===== src/rtl/core/scfb_pkg.sv =====
// ----------------------------------------------------------------------------
// scfb_pkg
// Shared types, constants and the CRC16 byte update for the frame builder.
// ----------------------------------------------------------------------------
package scfb_pkg;

  localparam int unsigned SEQ_BITS_DEF = 15;
  localparam int unsigned HDR_BYTES    = 6;

  localparam logic [15:0] CRC_INIT    = 16'hFFFF;
  localparam logic [15:0] CRC_POLY    = 16'h1021;
  localparam logic [15:0] CRC_TOP     = 16'h8000;
  localparam logic [6:0]  SEQ_HI_MASK = 7'h7F;

  typedef enum logic [1:0] {
    ACT_START  = 2'd0,
    ACT_DATA   = 2'd1,
    ACT_FINISH = 2'd2
  } action_e;

  typedef struct packed {
    action_e     action;
    logic [15:0] frame_type;
    logic [7:0]  length_field;
    logic [7:0]  extra_byte;
    logic [7:0]  data_byte;
  } in_t;

  typedef struct packed {
    logic [7:0] out_byte;
    logic       run_last;
    logic       frame_end;
  } out_t;

  // CRC16-CCITT, MSB first, one byte per call
  function automatic logic [15:0] crc_byte(input logic [15:0] crc, input logic [7:0] b);
    logic [15:0] c;
    c = crc ^ {b, 8'h00};
    for (int k = 0; k < 8; k++) begin
      if ((c & CRC_TOP) != 16'h0000) begin
        c = {c[14:0], 1'b0} ^ CRC_POLY;
      end else begin
        c = {c[14:0], 1'b0};
      end
    end
    return c;
  endfunction

endpackage


===== src/rtl/core/scfb_engine.sv =====
// ----------------------------------------------------------------------------
// scfb_engine
// Item register, byte index and frame state; picks one frame byte per step
// and folds each header and payload byte into the running CRC.
// ----------------------------------------------------------------------------
module scfb_engine #(
  parameter int unsigned SEQ_BITS = scfb_pkg::SEQ_BITS_DEF
) (
  input  logic           clk_i,
  input  logic           rst_ni,
  input  logic           in_valid_i,
  output logic           in_ready_o,
  input  scfb_pkg::in_t  in_data_i,
  input  logic           out_free_i,
  output logic           res_load_o,
  output scfb_pkg::out_t res_data_o
);
  import scfb_pkg::*;

  localparam int unsigned IdxW = $clog2(HDR_BYTES);

  in_t                 item_q;
  logic                item_vld_q;
  logic [IdxW-1:0]     idx_q;
  logic [SEQ_BITS-1:0] seq_q;
  logic [15:0]         crc_q;
  logic                in_frame_q;

  logic [IdxW:0]       nres;
  logic                emit;
  logic                last;
  logic                advance;
  logic                accept;
  logic [7:0]          byte_sel;
  logic [15:0]         seq_ext;
  logic [15:0]         crc_base;

  assign seq_ext = 16'(seq_q);

  always_comb begin
    nres = '0;
    case (item_q.action)
      ACT_START:  nres = (IdxW+1)'(HDR_BYTES);
      ACT_DATA:   nres = in_frame_q ? (IdxW+1)'(1) : '0;
      ACT_FINISH: nres = in_frame_q ? (IdxW+1)'(2) : '0;
      default:    nres = '0;
    endcase
  end

  assign emit    = (nres != '0);
  assign last    = !emit || ({1'b0, idx_q} == nres - (IdxW+1)'(1));
  assign advance = item_vld_q && (!emit || out_free_i);
  assign accept  = in_valid_i && in_ready_o;

  assign in_ready_o = !item_vld_q || (advance && last);

  always_comb begin
    byte_sel = 8'h00;
    case (item_q.action)
      ACT_START: begin
        case (idx_q)
          IdxW'(0): byte_sel = item_q.frame_type[15:8];
          IdxW'(1): byte_sel = item_q.frame_type[7:0];
          IdxW'(2): byte_sel = item_q.length_field;
          IdxW'(3): byte_sel = seq_ext[7:0];
          IdxW'(4): byte_sel = {1'b0, seq_ext[14:8] & SEQ_HI_MASK};
          default:  byte_sel = item_q.extra_byte;
        endcase
      end
      ACT_DATA:   byte_sel = item_q.data_byte;
      ACT_FINISH: byte_sel = (idx_q == '0) ? crc_q[7:0] : crc_q[15:8];
      default:    byte_sel = 8'h00;
    endcase
  end

  // first header byte restarts the CRC
  assign crc_base = (item_q.action == ACT_START && idx_q == '0) ? CRC_INIT : crc_q;

  assign res_load_o           = advance && emit;
  assign res_data_o.out_byte  = byte_sel;
  assign res_data_o.run_last  = last;
  assign res_data_o.frame_end = (item_q.action == ACT_FINISH) && last;

  always_ff @(posedge clk_i or negedge rst_ni) begin
    if (!rst_ni) begin
      item_vld_q <= 1'b0;
      idx_q      <= '0;
    end else if (accept) begin
      item_vld_q <= 1'b1;
      idx_q      <= '0;
    end else if (advance && last) begin
      item_vld_q <= 1'b0;
    end else if (advance) begin
      idx_q <= idx_q + IdxW'(1);
    end
  end

  always_ff @(posedge clk_i) begin
    if (accept) begin
      item_q <= in_data_i;
    end
  end

  always_ff @(posedge clk_i or negedge rst_ni) begin
    if (!rst_ni) begin
      seq_q      <= '0;
      crc_q      <= CRC_INIT;
      in_frame_q <= 1'b0;
    end else if (advance && emit) begin
      case (item_q.action)
        ACT_START: begin
          crc_q      <= crc_byte(crc_base, byte_sel);
          in_frame_q <= 1'b1;
        end
        ACT_DATA: crc_q <= crc_byte(crc_q, byte_sel);
        ACT_FINISH: begin
          if (last) begin
            crc_q      <= CRC_INIT;
            seq_q      <= seq_q + SEQ_BITS'(1);
            in_frame_q <= 1'b0;
          end
        end
        default: ;
      endcase
    end
  end

  a_accept_loads: assert property (@(posedge clk_i) disable iff (!rst_ni)
    accept |=> item_vld_q && idx_q == '0)
    else $error("accepted word not loaded at index zero");

  a_idx_bound: assert property (@(posedge clk_i) disable iff (!rst_ni)
    item_vld_q |-> ({1'b0, idx_q} < (IdxW+1)'(HDR_BYTES)))
    else $error("byte index out of range");

  a_finish_closes: assert property (@(posedge clk_i) disable iff (!rst_ni)
    (advance && emit && last && item_q.action == ACT_FINISH) |=>
      !in_frame_q && crc_q == CRC_INIT)
    else $error("frame not closed after CRC");

endmodule


===== src/rtl/core/scfb_out_reg.sv =====
// ----------------------------------------------------------------------------
// scfb_out_reg
// Output register; holds a frame word until the sink takes it.
// ----------------------------------------------------------------------------
module scfb_out_reg (
  input  logic           clk_i,
  input  logic           rst_ni,
  input  logic           load_i,
  input  scfb_pkg::out_t data_i,
  output logic           free_o,
  output logic           out_valid_o,
  input  logic           out_ready_i,
  output scfb_pkg::out_t out_data_o
);
  import scfb_pkg::*;

  out_t out_q;
  logic out_vld_q;

  assign free_o      = !out_vld_q || out_ready_i;
  assign out_valid_o = out_vld_q;
  assign out_data_o  = out_q;

  always_ff @(posedge clk_i or negedge rst_ni) begin
    if (!rst_ni) begin
      out_vld_q <= 1'b0;
    end else if (load_i) begin
      out_vld_q <= 1'b1;
    end else if (out_ready_i) begin
      out_vld_q <= 1'b0;
    end
  end

  always_ff @(posedge clk_i) begin
    if (load_i) begin
      out_q <= data_i;
    end
  end

  a_fend_is_last: assert property (@(posedge clk_i) disable iff (!rst_ni)
    (out_vld_q && out_q.frame_end) |-> out_q.run_last)
    else $error("frame end without run last");

endmodule


===== src/rtl/core/sequenced_crc_frame_builder.sv =====
// ----------------------------------------------------------------------------
// sequenced_crc_frame_builder
// Frame byte stream builder: header, payload pass-through, CRC16 trailer.
//
//   channel  | dir | signals                               | payload
//   ---------+-----+---------------------------------------+---------
//   input    | in  | in_valid_i, in_ready_o, in_data_i     | in_t
//   output   | out | out_valid_o, out_ready_i, out_data_o  | out_t
//
// Start emits six header bytes, data one payload byte, finish two CRC bytes,
// ignored words none; the output register takes one byte per cycle while the sink is ready.
// The next word is taken in the cycle its predecessor hands over its last byte.
// Reset clears valids, sequence number, frame flag and sets the CRC to 0xFFFF.
// An output stall holds the engine; the held input word waits in its register.
// ----------------------------------------------------------------------------
module sequenced_crc_frame_builder #(
  parameter int unsigned SEQ_BITS = scfb_pkg::SEQ_BITS_DEF
) (
  input  logic           clk_i,
  input  logic           rst_ni,
  input  logic           in_valid_i,
  output logic           in_ready_o,
  input  scfb_pkg::in_t  in_data_i,
  output logic           out_valid_o,
  input  logic           out_ready_i,
  output scfb_pkg::out_t out_data_o
);
  import scfb_pkg::*;

  logic  res_load;   // engine hands a word over this cycle
  logic  out_free;   // output register can take a word
  out_t  res_data;

  scfb_engine #(
    .SEQ_BITS (SEQ_BITS)
  ) u_engine (
    .clk_i      (clk_i),
    .rst_ni     (rst_ni),
    .in_valid_i (in_valid_i),
    .in_ready_o (in_ready_o),
    .in_data_i  (in_data_i),
    .out_free_i (out_free),
    .res_load_o (res_load),
    .res_data_o (res_data)
  );

  scfb_out_reg u_out_reg (
    .clk_i       (clk_i),
    .rst_ni      (rst_ni),
    .load_i      (res_load),
    .data_i      (res_data),
    .free_o      (out_free),
    .out_valid_o (out_valid_o),
    .out_ready_i (out_ready_i),
    .out_data_o  (out_data_o)
  );

endmodule


===== config.mk =====
export PLATFORM = sky130hd
export DESIGN_NAME = sequenced_crc_frame_builder
export DESIGN_NICKNAME = d
export VERILOG_FILES = /design/src/rtl/core/scfb_pkg.sv /design/src/rtl/core/scfb_engine.sv /design/src/rtl/core/scfb_out_reg.sv /design/src/rtl/core/sequenced_crc_frame_builder.sv
export SDC_FILE = /design/constraint.sdc
export NUM_CORES = 1
export LEC_CHECK = 0
export BUFFER_PORTS_ARGS = -buffer_cell sky130_fd_sc_hd__buf_2
export CORE_ASPECT_RATIO = 0.75
export CORE_MARGIN = 4
export CORE_UTILIZATION = 40
export CTS_CLUSTER_DIAMETER = 120
export DETAILED_ROUTE_END_ITERATION = 10
export GPL_ROUTABILITY_DRIVEN = 0
export PLACE_DENSITY = 0.59
export SYNTH_ARGS = -nofsm -noshare
export SYNTH_HDL_FRONTEND = slang
export SYNTH_SLANG_ARGS = --single-unit

===== constraint.sdc =====
create_clock -name clk_i -period 6.81 [get_ports clk_i]
set_clock_uncertainty 0.1 [all_clocks]
set_input_delay 1.362 -clock clk_i [delete_from_list [all_inputs] [get_ports clk_i]]
set_output_delay 1.362 -clock clk_i [all_outputs]
set_load 0.02 [all_outputs]

Yosys cells after proc, flatten, opt, wreduce, memory -nomap -nowiden --
Index checks and enable logic that the tools add are counted.
Word-level totals: flip-flop bits (word level) 89, word-level logic and storage cells 131, output and inout bits 12, input bits 46
Operators by class: bitwise operators 18, eq/ne operators 9, multiplexer cells 62, add/sub/neg operators 3, reductions and logical operators 25
Operator list (count):
- 2-to-1 mux 16 bit | 30
- 2-to-1 mux 13 bit | 16
- inverter 3 bit | 16
- one-hot mux 16 bit (3 select lines) | 1
- one-hot mux 8 bit (5 select lines) | 1
- XOR 16 bit | 2
- one-hot mux 8 bit (3 select lines) | 1
- adder 15 x 1 -> 15 bit, second input constant | 1
- one-hot mux 4 bit (3 select lines) | 1
- 2-to-1 mux 3 bit | 3
- AND reduction 3 bit | 3
- 2-to-1 mux 8 bit | 1
- nonzero test 2 bit | 4
- equality test 3 x 2 -> 1 bit, second input constant | 2
- logical AND 1 bit | 6
- 2-to-1 mux 1 bit | 6
- equality test 3 x 4 -> 1 bit | 1
- logical OR 1 bit | 4
- inequality test 2 x 1 -> 1 bit, second input constant | 2
- nonzero test 4 bit | 1
- subtractor 4 x 1 -> 4 bit, second input constant | 1
- adder 3 x 1 -> 3 bit, second input constant | 1
- equality test 3 x 1 -> 1 bit, second input constant | 1
- equality test 3 bit, second input constant | 1
- other kinds (9) | 11

Logic depth before layout (Yosys ltp) --
depth in word-level cells 35, mapped depth 16, depth with buffers taken out 13

Cells and area by module --
A second synthesis with hierarchy kept.
Second synthesis, totals: cell total of the unflattened synthesis 438, area total of the unflattened synthesis 4957.3 sq um
Modules (own cells, without submodules):
- scfb_engine | cells an instance 425, times used 1, sequential area each 2182.1 sq um, area each 4609.4 sq um
- scfb_out_reg | cells an instance 13, times used 1, sequential area each 325.3 sq um, area each 347.8 sq um

Worst setup path before layout --
No wires, ideal clock.
kind register to register, start register u_engine.item_q[40] in the netlist's numbering, end register u_engine.item_q[0] in the netlist's numbering, enable pin, arrival 4199 ps, setup time 451 ps, path slack 2060 ps, stages on the path, launching flop included 12, path buffers 2, path through edfxtp_1 ha_1 clkbuf_1 clkbuf_1 or2_2 ha_1 ha_1 xnor2_1 nor2_1 and2_1 a21oi_1 nor2b_1
Between the ends: word-level cells in the longest chain between the ends 9, elaborated cells between the ends (all ways) 14
Ends and longest elaborated chain:
- start, declared | RTL line scfb_engine.sv:22 | in_t item_q;
- start signal, assigned | RTL line scfb_engine.sv:100 | item_q <= in_data_i;
- equality test 2 bit, or another cell as far along | RTL line scfb_engine.sv:42 | case (item_q.action)
- one-hot mux 4 bit (3 select lines) * | RTL line scfb_engine.sv:42
- branches (longest 4 deep; another with subtractor 4 x 1 -> 4 bit)
- logical AND 1 bit * | RTL line scfb_engine.sv:55 | assign in_ready_o = !item_vld_q || (advance && last);
- logical OR 1 bit * | RTL line scfb_engine.sv:55
- logical AND 1 bit * | RTL line scfb_engine.sv:53 | assign accept = in_valid_i && in_ready_o;
- net u_engine.accept | RTL line scfb_engine.sv:33 | logic accept;
Mark *: on every way through the listed nets, which the timed path passes. A chain may end at the register's enable or synchronous reset.

Worst setup path after layout --
start register u_engine.item_q[40] in the netlist's numbering, end output port in_ready_o
Between the ends: word-level cells in the longest chain between the ends 8, elaborated cells between the ends (all ways) 13
Ends and longest elaborated chain:
- equality test 2 bit, or another cell as far along | RTL line scfb_engine.sv:42
- one-hot mux 4 bit (3 select lines) * | RTL line scfb_engine.sv:42
- branches (longest 4 deep; another with subtractor 4 x 1 -> 4 bit)
- logical AND 1 bit * | RTL line scfb_engine.sv:55
- logical OR 1 bit * | RTL line scfb_engine.sv:55
- end, declared | RTL line sequenced_crc_frame_builder.sv:22 | output logic in_ready_o,
Every way passes the cells marked *.

==> flow_summary.yaml <==
timing:
  setup-violations-final: 0
  grt_setup_unrepaired: "no"
  max-slew-margin-rel_pct: 17.5
  slew_violations: 0
  period_needed_ps: 4680
  worstMarginPinSlew_ps: 1240
  hold_violations: 0
  timing.final.crit_share_pct: 68.8
  hold_ws_ps: 398
  finalSetupTns_ps: 0
  finalWorstSetupSlack_ps: 2130
  fmaxAchievable_mhz: 214
synthesis:
  synth.area.top_cells: "edfxtp_1, dfrtp_1, dfstp_2"
  synth-seq-cells: 89
  ys_types: 69
  yosysWarnings: 0
  yosysTopAreaCell: "edfxtp_1"
  synth-edff-count: 52
  synthArstFlopShare_pct: 41.6
  synth_cells: 489
  synth.cell_area_um2: 5300
  synth_top_cells_by_count: "edfxtp_1, nand2_1, nor2_1, xnor2_1, inv_1"
  synth-main-ff-cell: "edfxtp_1"
  yosysMostFrequentCell: "edfxtp_1"
  synth_top_area_share_pct: 29.5
  synth.avg_cell_area_um2: 10.8
  ys_seq_area_share_pct: 47.4
  syn_nets: 548
finish:
  final_cell_area_um2: 5980
  layout.cells.non_filler: 704
  ff_latch_area_um2: 2510
  n_antenna_cell: 0
  nFillCells: 1244
  multiInputGateArea_um2: 2530
  layout-drive-gt1-share_pct: 23.3
  nets: 587
  area_growth_pct: 13.0
power:
  leakage_nw: 2.30
  p_seq_share_pct: 30.5
  p_sw_w: 0.00123
  comb_power_share_pct: 51.1
  intPower_w: 0.00172
  pwr-share-clk_pct: 18.5
  powerDensity_nw_per_um2: 494
  switching_share_pct: 41.6
  peakVddDrop_v: 0.000176
clock_network:
  clockBufferDepth: 2
  post_cts_buffers: 0
  cts_buffers: 9
  cts_tree: "yes"
  htreeDepth: 3
  clkSlewWorstSetupHoldPaths_ps: 70
  clockRootBuffer: "clkbuf_16"
  ctsResizeCount: 0
  cts_hold_buffers: 0
  insertion_delay_ps: 350
  cts.sinks: 89
detailed_routing:
  drc: 0
  drt_wl_total_um: 13200
  dr_total_vias: 3916
  routedWlPerCell_um: 18.7
  viasPerCell: 5.56
  first_pass_iters: 8
  drt_iter0_drc: 371
  ant_nets: 0
setup_path:
  crit_path_end: "in_ready_o"
  timing_worst_setup_path_type: "register to output port"
  crit_start: "u_engine.item_q[40]"
  arrival_ps: 3220
  cp.required_ps: 5350
  rr_worst_depth: 13
  reg2reg_from: "u_engine.item_q[40]"
  critPathCaptureType: "output port"
  worstReg2RegEnd: "u_engine.seq_q[14]"
  crit_path_start_kind: "register"
  cp_max_fo: 12
  rrSetupSlack_ps: 2690
floorplanning:
  num_rows: 36
  die_h_um: 108
  start_util_pct: 40.8
  die-area_um2: 15200
  die_w_um: 141
  ioPinCount: 58
  core_um2: 13000
global_route:
  grt_usage_pct: 18.1
  grt-ovfl-total: 0
  grt_pass1_wl_um: 21000
  grt_start_max_net_pins: 46
  antenna_found_initial: 0
  grt_pass1_vias: 3751
place:
  dp_cells: 688
  dpl.hpwl_um: 9600
  post-place-ws_ps: 2520
  post_dp_cell_area_um2: 5660
  port_buffers: 57
flow_run:
  cap_violations: 0
status:
  outcome: "finished, final reports clean"
min_path:
  hold_class: "register to register"
==> worst min path at each step <==
stage / startpoint / to / slack [ps] / cells past startpoint
2_1_floorplan: u_engine.seq_q[14] / u_engine.seq_q[14] / 340 / 1
3_3_place_gp: u_engine.seq_q[7] / u_engine.seq_q[7] / 390 / 1
3_5_place_dp: u_engine.item_vld_q / u_out_reg.out_valid_o / 380 / 2
4_1_cts: u_engine.seq_q[14] / u_engine.seq_q[14] / 400 / 1
5_1_grt: u_engine.crc_q[9] / u_engine.crc_q[9] / 420 / 2
6_report: u_engine.seq_q[14] / u_engine.seq_q[14] / 400 / 1
==> layout by cell type (no fill, tap or decap), drive strengths merged, types with 16 or more instances in the layout <==
cell     n
buf     62
dfrtp   21
dfstp   16
edfxtp  52
inv     25
nand2   45
nand3   17
nor2    35
o21ai   25
xnor2   42
==> critical path: stages (launching register included) <==
cell      delay [ps]
edfxtp_1         420
inv_1            130
ha_1             480
a21oi_1           90
or2_2            290
ha_1             180
ha_1             300
xnor2_1          150
nor2_1            80
and2_1           180
a21oi_1          300
inv_1             80
buf_2            170
==> metal layers <==
metal	vias up	track usage (%)	wire length, um
li1	1843	-	-
met1	1899	27.8	6600
met5	-	0	0
met2	159	24.6	5320
met4	0	4.77	146
met3	15	4.88	1100
==> registers in the layout, summed over array words and instances, names as in the netlist <==
name	flops
u_engine.item_q	42
u_engine.crc_q	16
u_engine.seq_q	15
u_out_reg.out_data_o	10
u_engine.idx_q	3
u_engine.in_frame_q	1
u_engine.item_vld_q	1
u_out_reg.out_valid_o	1
==> layout make-up <==
| class | instances | area share, % |
|---|---|---|
| tap | 171 | 3.58 |
| clock buffer | 9 | 3.76 |
| clock inverter | 7 | 1.67 |
| sequential | 89 | 41.9 |
| inverter | 23 | 1.44 |
| multi-input combinational | 343 | 42.2 |
| timing repair buffer | 62 | 5.40 |
==> metrics by stage <==
step | util (%) | power (W)
after floorplan | - | 0.00211
after global placement | 43.6 | 0.00238
after detailed placement | 43.6 | 0.00240
after CTS | 46.1 | 0.00296
after global routing | 46.1 | 0.00316
final | 46.1 | 0.00296
==> power by group through the flow <==
stage                     Sequential (W)  Combinational, W  Clock, W
after floorplan                 0.000859           0.00125         0
after global placement          0.000907           0.00147         0
after detailed placement        0.000909           0.00149         0
after CTS                       0.000899           0.00150  0.000558
after global routing            0.000917           0.00166  0.000581
final                           0.000901           0.00151  0.000545
==> logic make-up (layout without fill, tap and decap cells) <==
| logic type | count (synthesis) | count (layout) | share of synthesized area, % |
|---|---|---|---|
| adders and majority gates | 13 | 13 | 3.07 |
| and+or+nand+nor | 152 | 152 | 14.2 |
| DFF | 89 | 89 | 47.4 |
| xor gates and xnor gates | 52 | 52 | 10.0 |
| muxes | 17 | 17 | 3.40 |
| AOI/OAI and AO/OA | 109 | 109 | 16.9 |
| buffers and inverters | 57 | 101 | 5.06 |
Power figures use the tool's default switching activity.
